[config.mk]
export PLATFORM = sky130hd
export DESIGN_NAME = pwm_timer_four_channel
export DESIGN_NICKNAME = d
export VERILOG_FILES = /design/src/sv/pwmt_pkg.sv /design/src/sv/pwmt_core.sv /design/src/sv/pwmt_channels.sv /design/src/sv/pwmt_out_reg.sv /design/src/sv/pwm_timer_four_channel.sv
export SDC_FILE = /design/constraint.sdc
export NUM_CORES = 1
export LEC_CHECK = 0
export BUFFER_PORTS_ARGS = -buffer_cell sky130_fd_sc_hd__buf_2
export CAP_MARGIN = 20
export CORE_MARGIN = 3
export CORE_UTILIZATION = 48
export CTS_CLUSTER_SIZE = 30
export DETAILED_ROUTE_END_ITERATION = 8
export MAX_ROUTING_LAYER = met4
export SLEW_MARGIN = 10
export SYNTH_ARGS = -nofsm -noshare
export SYNTH_HDL_FRONTEND = slang
export SYNTH_SLANG_ARGS = --single-unit
[constraint.sdc]
create_clock -name clk -period 6.7 [get_ports clk]
set_input_delay 1.005 -clock clk [delete_from_list [all_inputs] [get_ports clk]]
set_output_delay 1.005 -clock clk [all_outputs]
set_load 0.005 [all_outputs]
[src/sv/pwmt_pkg.sv]
// ----------------------------------------------------------------------------
// pwmt_pkg: shared types and constants for the four-channel PWM timer
// Opcodes, register map, default sizes and the word formats passed
// between the timer core and the result register.
// ----------------------------------------------------------------------------
package pwmt_pkg;

  // Default sizes
  localparam int DEF_COUNT_WIDTH  = 32;
  localparam int DEF_NUM_CHANNELS = 4;
  localparam int MAX_CHANNELS     = 4;
  localparam int PRESCALE_WIDTH   = 16;
  localparam int DATA_WIDTH       = 32;
  localparam int CHAN_BITS_WIDTH  = 16;

  // Item opcodes
  typedef enum logic [1:0] {
    OP_TICK  = 2'd0,
    OP_WRITE = 2'd1,
    OP_READ  = 2'd2
  } opcode_t;

  // Register map
  localparam logic [3:0] REG_CTRL   = 4'd0;
  localparam logic [3:0] REG_STATUS = 4'd1;
  localparam logic [3:0] REG_EVENT  = 4'd2;
  localparam logic [3:0] REG_CHAN   = 4'd3;
  localparam logic [3:0] REG_COUNT  = 4'd4;
  localparam logic [3:0] REG_PSC    = 4'd5;
  localparam logic [3:0] REG_RELOAD = 4'd6;
  localparam logic [3:0] REG_CMP1   = 4'd7;

  // Core result, before channel levels are attached
  typedef struct packed {
    logic [DATA_WIDTH-1:0] read_data;
    logic                  update_event;
  } core_res_t;

  // Full result word held in the output register
  typedef struct packed {
    logic [DATA_WIDTH-1:0]   read_data;
    logic [MAX_CHANNELS-1:0] pwm_out;
    logic                    update_event;
  } result_t;

endpackage

[src/sv/pwmt_core.sv]
// ----------------------------------------------------------------------------
// pwmt_core: timer state and register file
// Holds prescaler, counter, reload, compare preload/active copies and
// control bits. Computes the next state and the read/event result of
// each accepted word in one pass.
// ----------------------------------------------------------------------------
module pwmt_core import pwmt_pkg::*; #(
  parameter int COUNT_WIDTH  = DEF_COUNT_WIDTH,
  parameter int NUM_CHANNELS = DEF_NUM_CHANNELS
) (
  input  logic                                   clk,
  input  logic                                   rst,
  input  logic                                   fire,
  input  logic [1:0]                             opcode,
  input  logic [3:0]                             reg_index,
  input  logic [DATA_WIDTH-1:0]                  write_data,
  output core_res_t                              res,
  output logic [COUNT_WIDTH-1:0]                 count_view,
  output logic [NUM_CHANNELS-1:0][DATA_WIDTH-1:0] cmp_view,
  output logic [CHAN_BITS_WIDTH-1:0]             chan_view
);

  logic [PRESCALE_WIDTH-1:0] psc_cnt, psc_cnt_next;
  logic [PRESCALE_WIDTH-1:0] psc_pre, psc_pre_next;
  logic [PRESCALE_WIDTH-1:0] psc_act, psc_act_next;
  logic [COUNT_WIDTH-1:0]    cnt, cnt_next;
  logic [COUNT_WIDTH-1:0]    reload, reload_next;
  logic [NUM_CHANNELS-1:0][DATA_WIDTH-1:0] cmp_pre, cmp_pre_next;
  logic [NUM_CHANNELS-1:0][DATA_WIDTH-1:0] cmp_act, cmp_act_next;
  logic [CHAN_BITS_WIDTH-1:0] chan_bits, chan_bits_next;
  logic                      cnt_en, cnt_en_next;
  logic                      upd_flag, upd_flag_next;
  logic                      upd;
  logic [DATA_WIDTH-1:0]     rd;

  // Next state and result for the word at the input
  always_comb begin
    psc_cnt_next   = psc_cnt;
    psc_pre_next   = psc_pre;
    psc_act_next   = psc_act;
    cnt_next       = cnt;
    reload_next    = reload;
    cmp_pre_next   = cmp_pre;
    cmp_act_next   = cmp_act;
    chan_bits_next = chan_bits;
    cnt_en_next    = cnt_en;
    upd_flag_next  = upd_flag;
    upd            = 1'b0;
    rd             = '0;
    if (fire) begin
      case (opcode_t'(opcode))
        OP_TICK: begin
          if (cnt_en) begin
            if (psc_cnt < psc_act) begin
              psc_cnt_next = psc_cnt + 1'b1;
            end else begin
              psc_cnt_next = '0;
              if (cnt == reload) begin
                cnt_next = '0;
                upd      = 1'b1;
              end else begin
                cnt_next = cnt + 1'b1;
              end
            end
          end
        end
        OP_WRITE: begin
          case (reg_index)
            REG_CTRL:   cnt_en_next = write_data[0];
            REG_STATUS: if (!write_data[0]) upd_flag_next = 1'b0;
            REG_EVENT: begin
              if (write_data[0]) begin
                psc_cnt_next = '0;
                cnt_next     = '0;
                upd          = 1'b1;
              end
            end
            REG_CHAN:   chan_bits_next = write_data[CHAN_BITS_WIDTH-1:0];
            REG_COUNT:  cnt_next       = write_data[COUNT_WIDTH-1:0];
            REG_PSC:    psc_pre_next   = write_data[PRESCALE_WIDTH-1:0];
            REG_RELOAD: reload_next    = write_data[COUNT_WIDTH-1:0];
            default: begin
              for (int k = 0; k < NUM_CHANNELS; k++) begin
                if (reg_index == REG_CMP1 + 4'(k)) cmp_pre_next[k] = write_data;
              end
            end
          endcase
        end
        OP_READ: begin
          case (reg_index)
            REG_CTRL:   rd = DATA_WIDTH'(cnt_en);
            REG_STATUS: rd = DATA_WIDTH'(upd_flag);
            REG_EVENT:  rd = '0;
            REG_CHAN:   rd = DATA_WIDTH'(chan_bits);
            REG_COUNT:  rd = DATA_WIDTH'(cnt);
            REG_PSC:    rd = DATA_WIDTH'(psc_pre);
            REG_RELOAD: rd = DATA_WIDTH'(reload);
            default: begin
              for (int k = 0; k < NUM_CHANNELS; k++) begin
                if (reg_index == REG_CMP1 + 4'(k)) rd = cmp_pre[k];
              end
            end
          endcase
        end
        default: ;
      endcase
    end
    // Update event: load shadows and set the flag
    if (upd) begin
      psc_act_next  = psc_pre;
      cmp_act_next  = cmp_pre;
      upd_flag_next = 1'b1;
    end
  end

  // State registers
  always_ff @(posedge clk) begin
    if (rst) begin
      psc_cnt   <= '0;
      psc_pre   <= '0;
      psc_act   <= '0;
      cnt       <= '0;
      reload    <= '1;
      cmp_pre   <= '0;
      cmp_act   <= '0;
      chan_bits <= '0;
      cnt_en    <= 1'b0;
      upd_flag  <= 1'b0;
    end else begin
      psc_cnt   <= psc_cnt_next;
      psc_pre   <= psc_pre_next;
      psc_act   <= psc_act_next;
      cnt       <= cnt_next;
      reload    <= reload_next;
      cmp_pre   <= cmp_pre_next;
      cmp_act   <= cmp_act_next;
      chan_bits <= chan_bits_next;
      cnt_en    <= cnt_en_next;
      upd_flag  <= upd_flag_next;
    end
  end

  // Post-update view for the channel compare
  assign res.read_data    = rd;
  assign res.update_event = upd;
  assign count_view       = cnt_next;
  assign cmp_view         = cmp_act_next;
  assign chan_view        = chan_bits_next;

endmodule

[src/sv/pwmt_channels.sv]
// ----------------------------------------------------------------------------
// pwmt_channels: PWM mode 1 output stage
// Per channel: reference is counter < compare, flipped by polarity,
// gated by enable. Channels past NUM_CHANNELS drive 0.
// ----------------------------------------------------------------------------
module pwmt_channels import pwmt_pkg::*; #(
  parameter int COUNT_WIDTH  = DEF_COUNT_WIDTH,
  parameter int NUM_CHANNELS = DEF_NUM_CHANNELS
) (
  input  logic [COUNT_WIDTH-1:0]                  count_view,
  input  logic [NUM_CHANNELS-1:0][DATA_WIDTH-1:0] cmp_view,
  input  logic [CHAN_BITS_WIDTH-1:0]              chan_view,
  output logic [MAX_CHANNELS-1:0]                 pwm
);

  logic [DATA_WIDTH-1:0] count_ext;

  assign count_ext = DATA_WIDTH'(count_view);

  // One comparator per channel
  for (genvar i = 0; i < MAX_CHANNELS; i++) begin : g_chan
    if (i < NUM_CHANNELS) begin : g_on
      logic ref_lvl;
      assign ref_lvl = count_ext < cmp_view[i];
      assign pwm[i]  = chan_view[4*i] & (ref_lvl ^ chan_view[4*i+1]);
    end else begin : g_off
      assign pwm[i] = 1'b0;
    end
  end

endmodule

[src/sv/pwmt_out_reg.sv]
// ----------------------------------------------------------------------------
// pwmt_out_reg: result register with valid/ready
// Loads a result word on every accepted input word; holds it until the
// downstream side takes it. Input ready is open while the slot is empty
// or being drained in the same cycle.
// ----------------------------------------------------------------------------
module pwmt_out_reg import pwmt_pkg::*; (
  input  logic    clk,
  input  logic    rst,
  input  logic    in_valid,
  output logic    in_ready,
  input  result_t res_in,
  output logic    out_valid,
  input  logic    out_ready,
  output result_t res_out
);

  logic fire;

  assign in_ready = !rst && (!out_valid || out_ready);
  assign fire     = in_valid && in_ready;

  // Valid flag
  always_ff @(posedge clk) begin
    if (rst) begin
      out_valid <= 1'b0;
    end else if (fire) begin
      out_valid <= 1'b1;
    end else if (out_ready) begin
      out_valid <= 1'b0;
    end
  end

  // Payload, no reset needed
  always_ff @(posedge clk) begin
    if (fire) begin
      res_out <= res_in;
    end
  end

endmodule

[src/sv/pwm_timer_four_channel.sv]
// ----------------------------------------------------------------------------
// pwm_timer_four_channel: four-channel up-counting PWM timer
// An accepted word's result is in the output register in the cycle after it is accepted.
// Throughput: one word per cycle while the result register is empty or drained;
// the state update, counter compare and wrap all settle in a single pass before the result register.
// Reset (rst, synchronous): counter and prescaler cleared, reload all ones,
// compares and channel bits zero, counting disabled, no result pending.
// ----------------------------------------------------------------------------
module pwm_timer_four_channel import pwmt_pkg::*; #(
  parameter int COUNT_WIDTH  = DEF_COUNT_WIDTH,
  parameter int NUM_CHANNELS = DEF_NUM_CHANNELS
) (
  input  logic                    clk,
  input  logic                    rst,
  input  logic                    in_valid,
  output logic                    in_ready,
  input  logic [1:0]              opcode,
  input  logic [3:0]              reg_index,
  input  logic [DATA_WIDTH-1:0]   write_data,
  output logic                    out_valid,
  input  logic                    out_ready,
  output logic [DATA_WIDTH-1:0]   read_data,
  output logic [MAX_CHANNELS-1:0] pwm_out,
  output logic                    update_event
);

  logic                                   fire;
  core_res_t                              core_res;
  logic [COUNT_WIDTH-1:0]                 count_view;
  logic [NUM_CHANNELS-1:0][DATA_WIDTH-1:0] cmp_view;
  logic [CHAN_BITS_WIDTH-1:0]             chan_view;
  logic [MAX_CHANNELS-1:0]                pwm;
  result_t                                res_in;
  result_t                                res_out;

  assign fire = in_valid && in_ready;

  // Timer state and registers
  pwmt_core #(
    .COUNT_WIDTH  (COUNT_WIDTH),
    .NUM_CHANNELS (NUM_CHANNELS)
  ) u_core (
    .clk        (clk),
    .rst        (rst),
    .fire       (fire),
    .opcode     (opcode),
    .reg_index  (reg_index),
    .write_data (write_data),
    .res        (core_res),
    .count_view (count_view),
    .cmp_view   (cmp_view),
    .chan_view  (chan_view)
  );

  // Channel levels after this word's update
  pwmt_channels #(
    .COUNT_WIDTH  (COUNT_WIDTH),
    .NUM_CHANNELS (NUM_CHANNELS)
  ) u_channels (
    .count_view (count_view),
    .cmp_view   (cmp_view),
    .chan_view  (chan_view),
    .pwm        (pwm)
  );

  assign res_in.read_data    = core_res.read_data;
  assign res_in.pwm_out      = pwm;
  assign res_in.update_event = core_res.update_event;

  // Result register
  pwmt_out_reg u_out (
    .clk       (clk),
    .rst       (rst),
    .in_valid  (in_valid),
    .in_ready  (in_ready),
    .res_in    (res_in),
    .out_valid (out_valid),
    .out_ready (out_ready),
    .res_out   (res_out)
  );

  assign read_data    = res_out.read_data;
  assign pwm_out      = res_out.pwm_out;
  assign update_event = res_out.update_event;

endmodule

---- Word-level counts from Yosys, hierarchy flattened ----
Index checks and enable logic that the tools add are counted.
storage, ports and cells
  register bits ........................... 424
  output and inout bits ................... 39
  logic and storage cells ................. 112
cells by class
  add/sub/neg operators ................... 2
  magnitude comparators ................... 5
  equality and inequality tests ........... 17
  mux-type cells .......................... 35
  bitwise gates (word level) .............. 9
  reduce and logical (&&, ||, !) cells .... 23
operators with widths
  kind                                                                      count
  32-bit two-way mux                                                        9
  32-bit one-hot mux with 7 select lines                                    1
  32-bit < comparator                                                       4
  128-bit two-way mux                                                       1
  32-bit one-hot mux with 2 select lines                                    2
  16-bit two-way mux                                                        4
  14-bit two-way mux                                                        3
  32-bit by 1-bit adder with 32-bit output (second input constant)          1
  32-bit == test                                                            1
  16-bit one-hot mux with 2 select lines                                    1
  4-bit AND reduction                                                       5
  16-bit by 1-bit adder with 16-bit output (second input constant)          1
  4-bit by 3-bit == test with 1-bit output (second input constant)          4
  16-bit < comparator                                                       1
  1-bit two-way mux                                                         13
  4-bit == test (second input constant)                                     3
  3-bit AND reduction                                                       4
  2-bit nonzero test                                                        5
  4-bit by 2-bit == test with 1-bit output (second input constant)          2
  7-bit OR reduction                                                        1
  2-bit by 1-bit inequality test with 1-bit output (second input constant)  3
  5-bit AND reduction                                                       1
  1-bit bitwise AND                                                         4
  4-bit by 1-bit == test with 1-bit output (second input constant)          1
  other kinds (11)                                                          16

---- Logic depth before layout (Yosys ltp) ----
Gate-level depths: netlist of the first run.
  depth in word-level cells ............... 10
  gate-level depth with buffers ........... 24
  depth with buffers taken out ............ 22

---- Modules after synthesis ----
From an unflattened synthesis of the first run, not the netlist that was laid out.
unflattened totals
  cells, all modules ...................... 2615
  area total of the unflattened synthesis .. 22952.0 sq um
by module, submodules not included
  module                  times used  cells each  area each (sq um)  seq. area each (sq um)
  pwmt_core               1           2130        18541.5            7727.4
  pwmt_channels           1           442         3233.1             0.0
  pwmt_out_reg            1           42          1171.1             1131.1
  pwm_timer_four_channel  1           1           6.3                0.0

---- Least setup slack after synthesis of the first run ----
OpenSTA, ideal clock, no wires.
  path type ............................... input-to-reg
  start ................................... in rst
  end ..................................... reg, netlist name u_out.res_out[1]
  library setup time ...................... 259 ps
  data arrival time ....................... 4956 ps
  path slack .............................. 1485 ps
  stages .................................. 17
  buffers on the path ..................... 1
  path through ............................ clkbuf_1 > nor2_1 > nand2_1 > clkinv_1 > nand2_1 > a221oi_1 > nor3_1 > ha_1 > a21o_1 > a21o_1 > a21oi_1 > o21ai_0 > a21oi_1 > o21ai_0 > a21oi_1 > o22ai_1 > or2_1
RTL lines
  item                      line                          RTL
  from (decl)               pwm_timer_four_channel.sv:14  input logic rst,
  1-bit zero test           pwmt_out_reg.sv:20            assign in_ready = !rst && (!out_valid || out_ready);
  1-bit logical AND         pwmt_out_reg.sv:20
  named net in_ready        pwm_timer_four_channel.sv:16  output logic in_ready,
  1-bit logical AND         pwm_timer_four_channel.sv:36  assign fire = in_valid && in_ready;
  named net fire            pwm_timer_four_channel.sv:27  logic fire;
  32-bit two-way mux        pwmt_core.sv:50               if (fire) begin
  named net count_view[21]  pwm_timer_four_channel.sv:29  logic [COUNT_WIDTH-1:0] count_view;
  32-bit < comparator       pwmt_channels.sv:24           assign ref_lvl = count_ext < cmp_view[i];
  1-bit bitwise XOR         pwmt_channels.sv:25           assign pwm[i] = chan_view[4*i] & (ref_lvl ^ chan_view[4*i+1]);
  1-bit bitwise AND         pwmt_channels.sv:25
  named net pwm[0]          pwm_timer_four_channel.sv:32  logic [MAX_CHANNELS-1:0] pwm;
The timed path passes the listed nets, and every way through them passes these cells.
A chain may end at the register's enable or synchronous reset.

---- Worst setup path in the final report of the first run ----
  start ................................... reg u_core.psc_act[15]
  end ..................................... reg, netlist name u_out.res_out[2]
RTL lines
  item                                    line                          RTL
  from (decl)                             pwmt_core.sv:25               logic [PRESCALE_WIDTH-1:0] psc_act, psc_act_next;
  from (signal assigned)                  pwmt_core.sv:132              psc_act <= psc_act_next;
  16-bit < comparator                     pwmt_core.sv:54               if (psc_cnt < psc_act) begin
  32-bit two-way mux                      pwmt_core.sv:54
  32-bit two-way mux                      pwmt_core.sv:53               if (cnt_en) begin
  32-bit one-hot mux with 2 select lines  pwmt_core.sv:51               case (opcode_t'(opcode))
  32-bit two-way mux                      pwmt_core.sv:50
  named net count_view[26]                pwm_timer_four_channel.sv:29
  32-bit < comparator                     pwmt_channels.sv:24
  1-bit bitwise XOR                       pwmt_channels.sv:25
  1-bit bitwise AND                       pwmt_channels.sv:25
  named net pwm[1]                        pwm_timer_four_channel.sv:32
The timed path passes the listed nets, and every way through them passes these cells.

==> out/metrics.yaml, run 1 <==
grt_first_pass_wirelength_um: 115000
critPathKind: "reg -> reg"
wirelength_um: 77700
path_clk_slew_ps: 60
cts_setup_buffers: 0
end_kind: "flop"
timing.fmax_mhz: 165
slew_violations: 0
pre_cts_slack_ps: 730
h-tree-depth: 2
reg2reg_depth: 20
period_minus_slack_ps: 6070
vias: 19654
clockPowerShare_pct: 44.5
synth-edff-count: 37
ys_seq_area_share_pct: 41.1
cellPowerDensity_nw_per_um2: 235
crit_path_start_kind: "flop"
viasPerCell: 6.11
p_seq_share_pct: 46.0
start_util_pct: 49.3
p_switching_mw: 1.44
hold_end: "u_core.chan_bits[11]"
maxCapViolations: 0
drt-initial-drc-count: 2143
cts-hold-fix-buffers: 0
overflow: 0
gp_congestion: 0.970
fp.dieH_um: 218
cts_tree: "yes"
drt.antenna.violating_nets: 0
p_total_mw: 5.63
yosysWarnings: 0
crit_fanout: 10
ys_types: 68
hold_violations: 0
cts_buffers: 46
holdPathStages: 2
syn_avg_cell_area_um2: 8.31
worst_slew_pin_slew_ps: 1350
yosys_register_bits: 424
core-area_um2: 43700
final_cell_mix: "563 x nand2_1, 387 x dfxtp_1, 273 x a21oi_1, 204 x nor2_1, 141 x ha_1"
antenna_found_initial: 1
drive_above_1_share_pct: 8.78
vdd.ir_drop.worst_v: 0.000195
fin_util_pct: 54.8
dr.pass1.iters: 6
worstReg2RegStart: "u_core.psc_act[15]"
yosys_most_used_dff: "dfxtp_1"
period_share_pct: 90.6
clk-insertion-delay-late_ps: 590
max_slew_margin_pct: 10.3
fillers: 4125
share_comb_of_total_power_pct: 9.5
reg2reg_slack_ps: 630
io_pins: 81
portBuffers: 80
status: "completed"
whs_ps: 451
critical_path_arrival_ps: 6400
first_global_vias: 18056
setup_viol: 0
finalClockSkew_ps: 20.7
clock-sinks: 424
dpl.hpwl_um: 53200
cts_root_buffer: "clkbuf_16"
die_w_um: 218
rsz0062_at_grt: "false"
fin_ws_ps: 629
drcViolationCount: 0
netlist_instances: 2593
cts_resized: 0
area_growth_pct: 11.2
leakage_nw: 9.92
synth_fp_nets: 2776
fp.dieArea_um2: 47500
std_cell_rows: 76
worstPathRequired_ps: 7030
grt.total_usage_pct: 32.8
layout_commonest_cell: "nand2_1"
synthArstFlopShare_pct: 0
switching_share_pct: 25.7
r2r_end: "u_out.res_out[2]"
wl_per_cell_um: 24.2
final.setup.tns_ps: 0
synthesis.area_um2: 21500
hold_start: "u_core.chan_bits[11]"
clk_path_buf_depth: 3
grt_max_degree: 230
min_path_type: "reg -> reg"
nets: 2778
internal_power_mw: 4.19
==> layout make-up <==
type / count / area [µm²] / share of cell area, %
Sequential cell: 424 / 8860 / 37.0
Inverter: 32 / 120 / 0.501
Tap cell: 585 / 732 / 3.05
Timing Repair Buffer: 136 / 886 / 3.70
Clock inverter: 13 / 131 / 0.548
Antenna cell: 1 / 2.50 / 0.0104
Clock buffer: 71 / 1330 / 5.53
Multi-Input combinational cell: 1955 / 11900 / 49.7
==> worst max-delay path by stage <==
stage,from,to,slack (ps),depth (start not counted)
2_1_floorplan,rst,u_out.res_out[1],1480,17
3_3_place_gp,u_core.psc_act[15],u_out.res_out[2],860,22
3_5_place_dp,u_core.psc_act[15],u_out.res_out[2],730,22
4_1_cts,u_core.psc_act[15],u_out.res_out[2],720,22
5_1_grt,u_core.psc_act[15],u_out.res_out[2],210,22
6_report,u_core.psc_act[15],u_out.res_out[2],630,20
==> cell usage after synthesis (37+ instances only) <==
master,number,area [µm²]
nand2_1,563,2110
dfxtp_1,387,7750
a21oi_1,273,1370
nor2_1,209,785
clkbuf_1,146,548
ha_1,141,1760
mux2i_1,134,1340
a22oi_1,82,616
o21ai_0,81,405
nand4_1,46,288
a21o_1,45,338
xnor2_1,39,342
edfxtp_1,37,1110
==> critical path, cell delays in order, from the launching register on <==
cell       delay (ps)
dfxtp_1           320
inv_1              50
ha_1              310
nand4_1           150
or4_1             540
o32a_2            420
a2111oi_4         770
nand4_1           280
o32a_1            350
o22ai_1           440
ha_1              220
nand4_1           170
or2_2             330
nor2_1            280
nand2_1           210
nor3_1            270
o21ai_0           140
o221a_2           140
o21ai_1           170
xor2_1            180
o22ai_1            90
==> metrics by stage <==
step	area, µm²	instances
floorplan	21500	2593
global placement	22500	3129
detailed placement	22500	3131
CTS	23900	3215
global route	24000	3217
finish	24000	3217
==> logic make-up after synthesis <==
group / synth area share (%)
flops: 41.1
simple gates: 20.3
xor+xnor: 2.15
fa+ha+maj: 8.19
buf+inv: 4.01
mux: 6.33
compound gates: 17.9
==> power groups by stage <==
stage	sequential, mW	combinational (mW)	clock (mW)
after floorplan	2.64	0.317	0
after global placement	2.64	0.513	0
after detailed placement	2.65	0.520	0
after CTS	2.59	0.522	2.53
after global routing	2.59	0.574	2.64
final	2.59	0.537	2.50
==> metal layers <==
metal	GRT usage [%]	vias up	routed length [µm]
li1	-	9153	-
met1	44.8	9461	34100
met2	48.9	875	33600
met3	7.32	165	7460
met4	9.94	0	2560
met5	-	-	0
==> state kept, by name, summed over array words and instances (netlist names) <==
register          cells
u_core.psc_cnt       16
u_core.cnt_en         1
u_core.cmp_act      128
u_core.reload        32
u_out.out_valid       1
u_core.psc_pre       16
u_core.cmp_pre      128
u_core.cnt           32
u_core.chan_bits     16
u_out.res_out        37
u_core.upd_flag       1
u_core.psc_act       16
Power figures use the tool's default switching activity.
==> run 2, diff against run 1 <==
--- a/config.mk
+++ b/config.mk
@@ -8,11 +8,14 @@
 export BUFFER_PORTS_ARGS = -buffer_cell sky130_fd_sc_hd__buf_2
 export CAP_MARGIN = 20
 export CORE_MARGIN = 3
-export CORE_UTILIZATION = 48
+export CORE_UTILIZATION = 52
+export CTS_BUF_LIST = sky130_fd_sc_hd__clkbuf_16
 export CTS_CLUSTER_SIZE = 30
 export DETAILED_ROUTE_END_ITERATION = 8
 export MAX_ROUTING_LAYER = met4
+export PLACE_DENSITY = 0.69
 export SLEW_MARGIN = 10
 export SYNTH_ARGS = -nofsm -noshare
 export SYNTH_HDL_FRONTEND = slang
 export SYNTH_SLANG_ARGS = --single-unit
+export TNS_END_PERCENT = 5
==> out/metrics.yaml, run 2 (synthesis results as in run 1) <==
period_minus_slack_ps: 5990  # -75.6 ps
p_total_mw: 5.52  # -1.9%
drcViolationCount: 0  # unchanged
worstPathRequired_ps: 7040  # about the same
cts_root_buffer: "clkbuf_16"
clockPowerShare_pct: 43.4  # -1.1 points
clk_path_buf_depth: 3  # unchanged
internal_power_mw: 4.07  # -2.7%
fp.dieH_um: 210  # -3.8%
path_clk_slew_ps: 60  # about the same
cts_buffers: 47  # +2.2%
path_cells: "inv_1, ha_1, nand4_1, or4_1, o32a_2, a2111oi_4, and4_1, o21ai_0, nand2_1, a41oi_1, ha_1, nand4_1, or2_2, nor2_1, nand2_1, nor3_1, o21ai_0, o221a_2, o21ai_1, xor2_1, o22ai_1"
p_seq_share_pct: 47.0  # +1.0 points
fillers: 3657  # -11%
wl_per_cell_um: 24.4  # +1.1%
nets: 2772  # -0.22%
die_w_um: 210  # -3.8%
wirelength_um: 77000  # -0.87%
cts-hold-fix-buffers: 0  # unchanged
placed_area_um2: 22300  # -0.66%
final_cell_mix: "563 x nand2_1, 387 x dfxtp_1, 273 x a21oi_1, 204 x nor2_1, 141 x ha_1"
cts_tree: "yes"
gp_congestion: 1.01  # +3.9%
p_switching_mw: 1.45  # +0.37%
first_global_vias: 18457  # +2.2%
drt-initial-drc-count: 2572  # +20%
path_buf_inv: 1  # unchanged
status: "completed"
leakage_nw: 9.90  # -0.18%
cts_setup_buffers: 0  # unchanged
drt.antenna.violating_nets: 0  # unchanged
io_pins: 81  # unchanged
hold_violations: 0  # unchanged
grt.total_usage_pct: 35.0  # +2.1 points
whs_ps: 453  # +2.23 ps
dr.pass1.iters: 6  # unchanged
reg.largest.list: "u_core.cmp_act: 128 flops, u_core.cmp_pre: 128 flops, u_out.res_out: 37 flops"
grt_max_degree: 124  # -46%
critPathKind: "reg -> reg"
core-area_um2: 40400  # -7.7%
setup_viol: 0  # unchanged
slew_violations: 0  # unchanged
period_share_pct: 89.5  # -1.1 points
std_cell_rows: 73  # -3.9%
vias: 19907  # +1.3%
overflow: 0  # unchanged
finalClockSkew_ps: 21.0  # +0.271 ps
layout_commonest_cell: "nand2_1"
end_kind: "flop"
clk-insertion-delay-late_ps: 590  # about the same
maxCapViolations: 0  # unchanged
max_slew_margin_pct: 27.2  # +17 points
switching_share_pct: 26.3  # +0.61 points
area_growth_pct: 10.2
grt_first_pass_wirelength_um: 115000  # +0.51%
critical-path-max-stage-delay_ps: 760  # about the same
fp.dieArea_um2: 43900  # -7.5%
final.setup.tns_ps: 0  # unchanged
cts_resized: 0  # unchanged
drive_above_1_share_pct: 8.33  # -0.45 points
portBuffers: 80  # unchanged
rsz0062_at_grt: "false"
cellPowerDensity_nw_per_um2: 233  # -1.0%
crit_fanout: 10  # unchanged
crit_path_start_kind: "flop"
post-route-cell-area_um2: 23700  # -0.95%
h-tree-depth: 2  # unchanged
dpl.hpwl_um: 54000  # +1.5%
antenna_found_initial: 1  # unchanged
clock-sinks: 424  # unchanged
start_util_pct: 53.4  # +4.1 points
vdd.ir_drop.worst_v: 0.000196  # +0.51%
critical_path_arrival_ps: 6330  # -70 ps
worst_slew_pin_slew_ps: 1090  # -259 ps
min_path_type: "reg -> reg"
fin_util_pct: 58.8  # +4.0 points
critical_path.top_delay_family: "simple AND/OR/NAND/NOR gates"
slowest_stage: "a2111oi_4"
share_comb_of_total_power_pct: 9.6  # about the same
timing.fmax_mhz: 167  # +1.3%
viasPerCell: 6.31  # +3.3%
==> run 2: stage by stage <==
stage / std cells / setup slack [ps]
after floorplan: 2593 / 1480
after global placement: 3065 / 928
after detailed placement: 3065 / 782
after CTS: 3153 / 795
after global routing: 3154 / 245
final: 3154 / 705
==> run 2: layer usage <==
layer,vias to the layer above,GRT usage (%),wire (µm)
li1,9129,-,-
met1,9563,48.5,32600
met2,1026,51.3,33400
met3,189,5.78,7970
met4,0,13.5,3100
met5,-,-,0
==> run 2: worst paths after layout <==
| path | startpoint | to | slack, ps | cells after the start |
|---|---|---|---|---|
| setup / recovery | u_core.psc_act[15] | u_out.res_out[3] | 710 | 21 |
| setup reg to reg | u_core.psc_act[15] | u_out.res_out[3] | 710 | 21 |
| hold reg to reg | u_core.psc_act[14] | u_core.psc_act[14] | 450 | 2 |
| hold / removal | u_core.psc_act[14] | u_core.psc_act[14] | 450 | 2 |
==> run 2: layout make-up <==
cell class	instances	area, µm²	share of cell area (%)
sequential	424	8860	37.3
clock inverter	40	204	0.859
clock buffer	48	1200	5.06
inverter	32	120	0.506
antenna	1	2.50	0.0105
tap	525	657	2.77
timing repair buffer	129	803	3.38
multi-input combinational	1955	11900	50.1
==> run 2: power groups by stage <==
stage                     sequential, mW  clock [mW]  combinational, mW
after floorplan                     2.64           0              0.317
after global placement              2.65           0              0.503
after detailed placement            2.65           0              0.512
after CTS                           2.59        2.42              0.516
after global routing                2.59        2.52              0.563
final                               2.59        2.40              0.530
==> run 2: worst register-to-register path, stage by stage (launching register included) <==
cell	delay, ps
dfxtp_1	330
inv_1	50
ha_1	310
nand4_1	160
or4_1	540
o32a_2	420
a2111oi_4	760
and4_1	340
o21ai_0	80
nand2_1	110
a41oi_1	350
ha_1	460
nand4_1	140
or2_2	330
nor2_1	200
nand2_1	160
nor3_1	300
o21ai_0	150
o221a_2	150
o21ai_1	140
xor2_1	200
o22ai_1	90
